===== src/rthsv_pkg.sv =====
// ---------------------------------------------------------------------------
// rthsv_pkg
// types and constants shared by the rgb to hsv pixel converter
// ---------------------------------------------------------------------------
package rthsv_pkg;

    localparam int CH_W   = 8;
    localparam int DIFF_W = CH_W + 1;
    localparam int NUM_W  = 12;
    localparam int REM_W  = 19;
    localparam int DEN_W  = 11;
    localparam int QUO_W  = 8;

    localparam logic [1:0] SECTOR_RED   = 2'd0;
    localparam logic [1:0] SECTOR_GREEN = 2'd1;
    localparam logic [1:0] SECTOR_BLUE  = 2'd2;

    typedef struct packed {
        logic [CH_W-1:0]          mx;
        logic [CH_W-1:0]          delta;
        logic [1:0]               sector;
        logic signed [DIFF_W-1:0] diff;
    } cls_t;

endpackage


===== src/rthsv_front.sv =====
// ---------------------------------------------------------------------------
// rthsv_front
// takes pixels in and finds maximum, spread, dominant sector and difference
// ---------------------------------------------------------------------------
module rthsv_front
(
    input  logic                          clk,
    input  logic                          rst_n,
    input  logic                          push,
    output logic                          full,
    input  logic [rthsv_pkg::CH_W-1:0]    red,
    input  logic [rthsv_pkg::CH_W-1:0]    green,
    input  logic [rthsv_pkg::CH_W-1:0]    blue,
    output logic                          cls_valid,
    input  logic                          cls_ready,
    output rthsv_pkg::cls_t               cls
);

    logic                       valid_reg;
    logic                       valid_next;
    rthsv_pkg::cls_t            cls_reg;
    rthsv_pkg::cls_t            cls_next;
    logic                       take;
    logic                       give;
    logic [rthsv_pkg::CH_W-1:0] mn;

    assign give = valid_reg && cls_ready;
    assign full = valid_reg && !cls_ready;
    assign take = push && !full;

    always_comb
    begin
        cls_next = cls_reg;
        // ties go to red, then green
        if (red >= green && red >= blue)
        begin
            cls_next.mx     = red;
            cls_next.sector = rthsv_pkg::SECTOR_RED;
            cls_next.diff   = $signed({1'b0, green}) - $signed({1'b0, blue});
        end
        else if (green >= blue)
        begin
            cls_next.mx     = green;
            cls_next.sector = rthsv_pkg::SECTOR_GREEN;
            cls_next.diff   = $signed({1'b0, blue}) - $signed({1'b0, red});
        end
        else
        begin
            cls_next.mx     = blue;
            cls_next.sector = rthsv_pkg::SECTOR_BLUE;
            cls_next.diff   = $signed({1'b0, red}) - $signed({1'b0, green});
        end
        mn = red;
        if (green < mn)
        begin
            mn = green;
        end
        if (blue < mn)
        begin
            mn = blue;
        end
        cls_next.delta = cls_next.mx - mn;
    end

    always_comb
    begin
        valid_next = valid_reg;
        if (take)
        begin
            valid_next = 1'b1;
        end
        else if (give)
        begin
            valid_next = 1'b0;
        end
    end

    always_ff @(posedge clk or negedge rst_n)
    begin
        if (!rst_n)
        begin
            valid_reg <= 1'b0;
        end
        else
        begin
            valid_reg <= valid_next;
        end
    end

    always_ff @(posedge clk)
    begin
        if (take)
        begin
            cls_reg <= cls_next;
        end
    end

    assign cls_valid = valid_reg;
    assign cls       = cls_reg;

endmodule


===== src/rthsv_fifo.sv =====
// ---------------------------------------------------------------------------
// rthsv_fifo
// short queue of classified pixels between the front and the divider
// ---------------------------------------------------------------------------
module rthsv_fifo
#(
    parameter int DEPTH = 2
)
(
    input  logic            clk,
    input  logic            rst_n,
    input  logic            wr_valid,
    output logic            wr_ready,
    input  rthsv_pkg::cls_t wr_data,
    output logic            rd_valid,
    input  logic            rd_ready,
    output rthsv_pkg::cls_t rd_data
);

    localparam int IDX_W = (DEPTH > 1) ? $clog2(DEPTH) : 1;
    localparam int CNT_W = $clog2(DEPTH + 1);
    localparam logic [IDX_W-1:0] LAST = IDX_W'(DEPTH - 1);

    rthsv_pkg::cls_t  mem [DEPTH];
    logic [IDX_W-1:0] wr_ptr_reg;
    logic [IDX_W-1:0] wr_ptr_next;
    logic [IDX_W-1:0] rd_ptr_reg;
    logic [IDX_W-1:0] rd_ptr_next;
    logic [CNT_W-1:0] cnt_reg;
    logic [CNT_W-1:0] cnt_next;
    logic             wr_en;
    logic             rd_en;

    assign wr_ready = (cnt_reg != CNT_W'(DEPTH));
    assign rd_valid = (cnt_reg != '0);
    assign wr_en    = wr_valid && wr_ready;
    assign rd_en    = rd_valid && rd_ready;
    assign rd_data  = mem[rd_ptr_reg];

    always_comb
    begin
        wr_ptr_next = wr_ptr_reg;
        rd_ptr_next = rd_ptr_reg;
        cnt_next    = cnt_reg;
        if (wr_en)
        begin
            wr_ptr_next = (wr_ptr_reg == LAST) ? '0 : wr_ptr_reg + 1'b1;
        end
        if (rd_en)
        begin
            rd_ptr_next = (rd_ptr_reg == LAST) ? '0 : rd_ptr_reg + 1'b1;
        end
        if (wr_en && !rd_en)
        begin
            cnt_next = cnt_reg + 1'b1;
        end
        else if (rd_en && !wr_en)
        begin
            cnt_next = cnt_reg - 1'b1;
        end
    end

    always_ff @(posedge clk or negedge rst_n)
    begin
        if (!rst_n)
        begin
            wr_ptr_reg <= '0;
            rd_ptr_reg <= '0;
            cnt_reg    <= '0;
        end
        else
        begin
            wr_ptr_reg <= wr_ptr_next;
            rd_ptr_reg <= rd_ptr_next;
            cnt_reg    <= cnt_next;
        end
    end

    always_ff @(posedge clk)
    begin
        if (wr_en)
        begin
            mem[wr_ptr_reg] <= wr_data;
        end
    end

    a_cnt_bound: assert property (@(posedge clk) disable iff (!rst_n)
        cnt_reg <= CNT_W'(DEPTH))
        else $error("queue count beyond depth");

    a_no_lost: assert property (@(posedge clk) disable iff (!rst_n)
        wr_en && !rd_en |=> cnt_reg == $past(cnt_reg) + 1'b1)
        else $error("queue lost a transfer");

    a_no_repeat: assert property (@(posedge clk) disable iff (!rst_n)
        rd_en && !wr_en |=> cnt_reg == $past(cnt_reg) - 1'b1)
        else $error("queue repeated a transfer");

endmodule


===== src/rthsv_back.sv =====
// ---------------------------------------------------------------------------
// rthsv_back
// forms the saturation and hue fractions and divides them, one bit a stage
// ---------------------------------------------------------------------------
module rthsv_back
(
    input  logic                          clk,
    input  logic                          rst_n,
    input  logic                          in_valid,
    output logic                          in_ready,
    input  rthsv_pkg::cls_t               in_data,
    output logic                          empty,
    input  logic                          pop,
    output logic [rthsv_pkg::QUO_W-1:0]   hue,
    output logic [rthsv_pkg::QUO_W-1:0]   saturation,
    output logic [rthsv_pkg::CH_W-1:0]    brightness
);

    localparam int QW = rthsv_pkg::QUO_W;
    localparam int RW = rthsv_pkg::REM_W;
    localparam int DW = rthsv_pkg::DEN_W;
    localparam int NW = rthsv_pkg::NUM_W;

    // stage 0 holds the fractions, stage k settles quotient bit QW-k
    logic                          valid_reg [QW+1];
    logic [RW-1:0]                 rem_s_reg [QW+1];
    logic [RW-1:0]                 rem_h_reg [QW+1];
    logic [DW-1:0]                 den_s_reg [QW+1];
    logic [DW-1:0]                 den_h_reg [QW+1];
    logic [QW-1:0]                 quo_s_reg [QW+1];
    logic [QW-1:0]                 quo_h_reg [QW+1];
    logic [rthsv_pkg::CH_W-1:0]    mx_reg    [QW+1];
    logic                          adv       [QW+2];

    logic signed [NW-1:0] num;
    logic [NW-1:0]        d_ext;
    logic [RW-1:0]        hue_n;
    logic [RW-1:0]        sat_n;
    logic [DW-1:0]        hue_d;
    logic [DW-1:0]        sat_d;

    always_comb
    begin
        adv[QW+1] = pop;
        for (int k = QW; k >= 0; k--)
        begin
            adv[k] = !valid_reg[k] || adv[k+1];
        end
    end

    assign in_ready = adv[0];

    always_comb
    begin
        d_ext = NW'(in_data.delta);
        case (in_data.sector)
            rthsv_pkg::SECTOR_RED:   num = NW'(in_data.diff);
            rthsv_pkg::SECTOR_GREEN: num = $signed(d_ext << 1) + NW'(in_data.diff);
            default:                 num = $signed(d_ext << 2) + NW'(in_data.diff);
        endcase
        if (num < 0)
        begin
            num = num + $signed((d_ext << 2) + (d_ext << 1));
        end
        // grey and black give zero over one
        if (in_data.delta == '0)
        begin
            hue_n = '0;
            sat_n = '0;
            hue_d = DW'(1);
            sat_d = DW'(1);
        end
        else
        begin
            hue_n = (RW'(unsigned'(num)) << 8) - RW'(unsigned'(num))
                    + RW'(in_data.delta) + (RW'(in_data.delta) << 1);
            sat_n = (RW'(in_data.delta) << 9) - (RW'(in_data.delta) << 1)
                    + RW'(in_data.mx);
            hue_d = (DW'(in_data.delta) << 2) + (DW'(in_data.delta) << 1);
            sat_d = DW'(in_data.mx) << 1;
        end
    end

    always_ff @(posedge clk or negedge rst_n)
    begin
        if (!rst_n)
        begin
            for (int k = 0; k <= QW; k++)
            begin
                valid_reg[k] <= 1'b0;
            end
        end
        else
        begin
            if (adv[0])
            begin
                valid_reg[0] <= in_valid;
            end
            for (int k = 1; k <= QW; k++)
            begin
                if (adv[k])
                begin
                    valid_reg[k] <= valid_reg[k-1];
                end
            end
        end
    end

    always_ff @(posedge clk)
    begin
        if (adv[0])
        begin
            rem_s_reg[0] <= sat_n;
            rem_h_reg[0] <= hue_n;
            den_s_reg[0] <= sat_d;
            den_h_reg[0] <= hue_d;
            quo_s_reg[0] <= '0;
            quo_h_reg[0] <= '0;
            mx_reg[0]    <= in_data.mx;
        end
        for (int k = 1; k <= QW; k++)
        begin
            if (adv[k])
            begin
                den_s_reg[k] <= den_s_reg[k-1];
                den_h_reg[k] <= den_h_reg[k-1];
                mx_reg[k]    <= mx_reg[k-1];
                if (rem_s_reg[k-1] >= (RW'(den_s_reg[k-1]) << (QW - k)))
                begin
                    rem_s_reg[k] <= rem_s_reg[k-1] - (RW'(den_s_reg[k-1]) << (QW - k));
                    quo_s_reg[k] <= quo_s_reg[k-1] | (QW'(1) << (QW - k));
                end
                else
                begin
                    rem_s_reg[k] <= rem_s_reg[k-1];
                    quo_s_reg[k] <= quo_s_reg[k-1];
                end
                if (rem_h_reg[k-1] >= (RW'(den_h_reg[k-1]) << (QW - k)))
                begin
                    rem_h_reg[k] <= rem_h_reg[k-1] - (RW'(den_h_reg[k-1]) << (QW - k));
                    quo_h_reg[k] <= quo_h_reg[k-1] | (QW'(1) << (QW - k));
                end
                else
                begin
                    rem_h_reg[k] <= rem_h_reg[k-1];
                    quo_h_reg[k] <= quo_h_reg[k-1];
                end
            end
        end
    end

    assign empty      = !valid_reg[QW];
    assign hue        = quo_h_reg[QW];
    assign saturation = quo_s_reg[QW];
    assign brightness = mx_reg[QW];

    a_sat_rem: assert property (@(posedge clk) disable iff (!rst_n)
        valid_reg[QW] |-> rem_s_reg[QW] < RW'(den_s_reg[QW]))
        else $error("saturation quotient overflowed eight bits");

    a_hue_rem: assert property (@(posedge clk) disable iff (!rst_n)
        valid_reg[QW] |-> rem_h_reg[QW] < RW'(den_h_reg[QW]))
        else $error("hue quotient overflowed eight bits");

    a_sat_le_max: assert property (@(posedge clk) disable iff (!rst_n)
        valid_reg[QW] && mx_reg[QW] == '0 |-> quo_s_reg[QW] == '0)
        else $error("black pixel with saturation");

endmodule


===== src/rgb_to_hsv_pixel.sv =====
// path: front register, then the queue, then every divider stage, then the output ports
// throughput: one pixel per cycle while pop is high; each stage then takes a pixel each cycle
// the result stays on the ports until popped; stalls back up through the queue
// reset: asynchronous, active low, empties every stage and the queue
// ---------------------------------------------------------------------------
// rgb_to_hsv_pixel
// 8-bit rgb to 8-bit hsv converter with queue-style ports on both sides
// ---------------------------------------------------------------------------
module rgb_to_hsv_pixel
#(
    parameter int FIFO_DEPTH = 2
)
(
    input  logic                        clk,
    input  logic                        rst_n,
    input  logic                        push,
    output logic                        full,
    input  logic [rthsv_pkg::CH_W-1:0]  red,
    input  logic [rthsv_pkg::CH_W-1:0]  green,
    input  logic [rthsv_pkg::CH_W-1:0]  blue,
    output logic                        empty,
    input  logic                        pop,
    output logic [rthsv_pkg::QUO_W-1:0] hue,
    output logic [rthsv_pkg::QUO_W-1:0] saturation,
    output logic [rthsv_pkg::CH_W-1:0]  brightness
);

    logic            f_valid;
    logic            f_ready;
    rthsv_pkg::cls_t f_data;
    logic            q_valid;
    logic            q_ready;
    rthsv_pkg::cls_t q_data;

    rthsv_front u_front
    (
        .clk       (clk),
        .rst_n     (rst_n),
        .push      (push),
        .full      (full),
        .red       (red),
        .green     (green),
        .blue      (blue),
        .cls_valid (f_valid),
        .cls_ready (f_ready),
        .cls       (f_data)
    );

    rthsv_fifo #(.DEPTH(FIFO_DEPTH)) u_fifo
    (
        .clk      (clk),
        .rst_n    (rst_n),
        .wr_valid (f_valid),
        .wr_ready (f_ready),
        .wr_data  (f_data),
        .rd_valid (q_valid),
        .rd_ready (q_ready),
        .rd_data  (q_data)
    );

    rthsv_back u_back
    (
        .clk        (clk),
        .rst_n      (rst_n),
        .in_valid   (q_valid),
        .in_ready   (q_ready),
        .in_data    (q_data),
        .empty      (empty),
        .pop        (pop),
        .hue        (hue),
        .saturation (saturation),
        .brightness (brightness)
    );

endmodule


===== config.mk =====
export PLATFORM = sky130hd
export DESIGN_NAME = rgb_to_hsv_pixel
export DESIGN_NICKNAME = d
export VERILOG_FILES = /design/src/rthsv_pkg.sv /design/src/rthsv_front.sv /design/src/rthsv_fifo.sv /design/src/rthsv_back.sv /design/src/rgb_to_hsv_pixel.sv
export SDC_FILE = /design/constraint.sdc
export NUM_CORES = 1
export LEC_CHECK = 0
export ABC_AREA = 1
export BUFFER_PORTS_ARGS = -buffer_cell sky130_fd_sc_hd__buf_2
export CORE_UTILIZATION = 48
export DETAILED_ROUTE_END_ITERATION = 7
export PLACE_DENSITY = 0.76
export SLEW_MARGIN = 20
export SYNTH_ARGS = -nofsm -noshare
export SYNTH_HDL_FRONTEND = slang
export SYNTH_SLANG_ARGS = --single-unit

===== constraint.sdc =====
create_clock -name clk -period 6.5 [get_ports clk]
set_input_delay 0.325 -clock clk [delete_from_list [all_inputs] [get_ports clk]]
set_output_delay 0.325 -clock clk [all_outputs]
set_load 0.02 [all_outputs]

==> results_tabular.tex <==
\begin{tabular}{lr}
\hline
Metric & Value \\
\hline
\multicolumn{2}{l}{\textbf{Synthesis}} \\
\quad Cell area after synthesis & 0.0375 mm2 \\
\quad Top\_reg\_cell synth & sky130\_fd\_sc\_hd\_\_edfxtp\_1 \\
\quad Synthesized flop and latch total & 687 \\
\quad Yosys warning count & 0 \\
\quad Mapped Cells & 3630 \\
\quad Synthesized net count & 3960 \\
\quad Sequential element share of the synthesized area & 54.8\% \\
\quad EDFF count, synth & 673 \\
\quad Post-synthesis async set-or-reset flop share & 2.04\% \\
\quad Count of cell types in the netlist & 70 \\
\quad Average size of a mapped cell & 10.3 um2 \\
\multicolumn{2}{l}{\textbf{Flow run}} \\
\quad Number of max-capacitance violations reported & 0 \\
\multicolumn{2}{l}{\textbf{GRT}} \\
\quad Largest net degree at the start of global routing & 77 \\
\quad First-pass GRT wire length & 116 mm \\
\quad Number of global-route vias before repair & 24400 \\
\quad Total GRT Usage & 18.1\% \\
\quad Sum of overflow across all layers after global routing & 0 \\
\quad Initial antenna violation count & 0 \\
\multicolumn{2}{l}{\textbf{Floorplanning}} \\
\quad X dimension of the die & 282 um \\
\quad Die ar. & 0.0793 mm2 \\
\quad Core Footprint & 0.0775 mm2 \\
\quad Overall die height & 282 um \\
\quad Initial core utilization & 48.5\% \\
\quad Count of pins on the block boundary & 54 \\
\quad Site row count & 102 \\
\multicolumn{2}{l}{\textbf{Clocking}} \\
\quad Clock Path Buffers & 3 \\
\quad Root buffer cell & sky130\_fd\_sc\_hd\_\_clkbuf\_16 \\
\quad TritonCTS clock tree & built \\
\quad H-tree depth reported by CTS & 3 \\
\quad Sinks on Clock Net & 687 \\
\quad Worst-skew pair later-pin latency & 0.62 ns \\
\quad Number of buffers created by CTS & 72 \\
\quad Clock-pin slew of the registers on the worst-case setup and hold paths & 0.06 ns \\
\multicolumn{2}{l}{\textbf{Cells and area}} \\
\quad Relative area change from synthesis to final layout & 10.4\% \\
\quad Share of cells above drive strength 1 & 7.46\% \\
\quad Commonest non-fill, non-tap cell in the layout & sky130\_fd\_sc\_hd\_\_edfxtp\_1 \\
\quad Nets & 4065 \\
\quad Commonest cells after routing, fill and taps aside & sky130\_fd\_sc\_hd\_\_edfxtp\_1 (673), sky130\_fd\_sc\_hd\_\_nand2\_1 (621), sky130\_fd\_sc\_hd\_\_inv\_1 (548) \\
\quad Post-layout instance area & 0.0414 mm2 \\
\quad Number of flip-flops in the largest register & 152 \\
\quad Final non-filler cell total & 4833 \\
\quad Number of antenna diodes & 0 \\
\multicolumn{2}{l}{\textbf{Placement}} \\
\quad Count of buffers from port buffering & 53 \\
\quad Detailed Place HPWL & 53.8 mm \\
\quad Number of placed instances, taps included & 4697 \\
\quad Placed standard-cell area & 0.0390 mm2 \\
\quad GPL Wtd Cong & 0.913 \\
\multicolumn{2}{l}{\textbf{Worst setup path}} \\
\quad Req. time, crit path & 6.85 ns \\
\quad Crit path buf inv count & 3 \\
\quad Critical path type & reg -> reg \\
\quad Cell type of the slowest stage on the worst timing path & sky130\_fd\_sc\_hd\_\_dfrtp\_1 \\
\quad Crit end category & flip-flop \\
\quad Most used cell along the critical path & sky130\_fd\_sc\_hd\_\_nand2\_1 \\
\quad Largest delay share family, worst path & adder cells \\
\quad Data arrival, critical path & 6.34 ns \\
\quad Worst setup SP type & flip-flop \\
\quad Critical-path maximum fanout & 12 \\
\quad Biggest cell delay along the critical path & 0.41 ns \\
\multicolumn{2}{l}{\textbf{Routing}} \\
\quad Via-to-Cell Ratio & 5.17 \\
\quad First-iteration detailed-routing DRC count & 1523 \\
\quad DRT antenna net count & 0 \\
\quad Pre-Repair DR Iteration Count & 5 \\
\quad Wire length per cell & 14.7 um \\
\quad Total wire length & 71.0 mm \\
\quad Via count & 25000 \\
\quad DRC violations left & 0 \\
\multicolumn{2}{l}{\textbf{STA}} \\
\quad Max Clock Freq & 167 MHz \\
\quad Final setup skew & 0.0266 ns \\
\quad Slew at the pin with the worst max-slew slack & 1.03 ns \\
\quad Share of the cycle needed by the critical path after routing & 92.2\% \\
\quad Tmin final & 5.99 ns \\
\quad Count of endpoints failing hold in the final timing report & 0 \\
\quad Final Max Slew Viols & 0 \\
\quad Relative slew slack & 31.5\% \\
\quad Setup Viol. Count Final & 0 \\
\quad WHS & 0.140 ns \\
\multicolumn{2}{l}{\textbf{Worst hold path}} \\
\quad Worst min path class & in -> reg \\
\multicolumn{2}{l}{\textbf{Run status}} \\
\quad Outcome & finished, final reports clean \\
\hline
\end{tabular}
Yosys cell counts, types with 10 or more instances:
| cell type | number | share of area, % |
|---|---|---|
| sky130_fd_sc_hd__inv_1 | 551 | 5.5 |
| sky130_fd_sc_hd__nor4_1 | 25 | 0.42 |
| sky130_fd_sc_hd__nor3_1 | 61 | 0.81 |
| sky130_fd_sc_hd__a31oi_1 | 24 | 0.40 |
| sky130_fd_sc_hd__ha_1 | 270 | 9.0 |
| sky130_fd_sc_hd__o221ai_1 | 10 | 0.23 |
| sky130_fd_sc_hd__a21oi_1 | 240 | 3.2 |
| sky130_fd_sc_hd__xnor2_1 | 76 | 1.8 |
| sky130_fd_sc_hd__inv_2 | 15 | 0.15 |
| sky130_fd_sc_hd__o21a_1 | 11 | 0.22 |
| sky130_fd_sc_hd__or2_2 | 27 | 0.45 |
| sky130_fd_sc_hd__fa_1 | 32 | 1.7 |
| sky130_fd_sc_hd__nand2_1 | 622 | 6.2 |
| sky130_fd_sc_hd__o21bai_1 | 16 | 0.32 |
| sky130_fd_sc_hd__edfxtp_1 | 673 | 54 |
| sky130_fd_sc_hd__o21ai_1 | 44 | 0.59 |
| sky130_fd_sc_hd__nor2_1 | 222 | 2.2 |
| sky130_fd_sc_hd__buf_2 | 22 | 0.29 |
| sky130_fd_sc_hd__clkbuf_1 | 17 | 0.17 |
| sky130_fd_sc_hd__nand3_1 | 98 | 1.3 |
| sky130_fd_sc_hd__nand4_1 | 39 | 0.65 |
| sky130_fd_sc_hd__xor2_1 | 133 | 3.1 |
| sky130_fd_sc_hd__dfrtp_1 | 14 | 0.93 |
| sky130_fd_sc_hd__o21ai_0 | 240 | 3.2 |
worst reg2reg max path: cells and delay by family, from the launching register on:
family	cells	cell delay (ns)
buf+inv	3	0.41
compound gates	12	1.59
xor+xnor	1	0.10
flops	1	0.41
simple gates	12	1.57
fa+ha+maj	5	1.62
layer usage:
metal | track usage, % | vias up | part of all wire [%]
met5 | 0 | - | 0
met1 | 20.0 | 11600 | 40
met4 | 8.08 | 0 | 4.0
li1 | - | 12700 | -
met2 | 34.0 | 502 | 52
met3 | 2.84 | 163 | 3.5
logic make-up (layout without fill, tap and decap cells):
logic type | count (synthesis) | after routing | share of synthesized area [%]
buffers and inverters | 619 | 782 | 6.41
AO/OA/AOI/OAI | 657 | 657 | 9.70
AND/OR/NAND/NOR | 1151 | 1151 | 13.3
multiplexers | 1 | 1 | 0.0267
flip-flops | 687 | 687 | 54.8
XOR/XNOR | 212 | 212 | 5.04
other | 1 | 1 | 0.00999
adder cells (fa/ha/maj) | 302 | 302 | 10.7
worst paths after layout:
check | from | end | slack, ns | depth (start not counted)
max in group asynchronous | rst_n | u_back.valid_reg[7] | 5.90 | 2
min in group asynchronous | rst_n | u_back.valid_reg[0] | 0.22 | 2
worst min register to register | u_back.mx_reg[0][1] | u_back.mx_reg[0][9] | 0.41 | 0
worst min-delay path | green[2] | u_front.cls[21] | 0.14 | 3
worst max-delay path | u_fifo.rd_ptr_reg | u_back.rem_h_reg[0][16] | 0.51 | 33
worst max register to register | u_fifo.rd_ptr_reg | u_back.rem_h_reg[0][16] | 0.51 | 33
per-stage QoR:
stage          setup slack, ns  TNS, ns  util [%]
6_report                 0.509        0      53.5
5_1_grt                -0.0433  -0.0989      53.5
4_1_cts                  0.364        0      53.4
3_5_place_dp             0.413        0      50.4
3_3_place_gp             0.507        0      50.4
2_1_floorplan           0.0774        0         -
repair_timing:
item,in CTS,in global routing
setup buffers,0,2
endpoints found under the setup margin,0,6
hold endpoints to repair,15,0
hold buffers,2,0
resized for setup,0,4
area by class of cell:
| type | instances | area (um2) |
|---|---|---|
| timing repair buffer | 81 | 480 |
| fill | 6566 | 36000 |
| inverter | 569 | 2150 |
| clock inverter | 30 | 288 |
| sequential | 687 | 20600 |
| clock buffer | 102 | 2040 |
| multi-input combinational | 2324 | 14600 |
| tap | 1040 | 1300 |
Power is left out: the tool's default activity adds up to more than one toggle a clock period on the data nets, which glitch-free logic cannot reach.
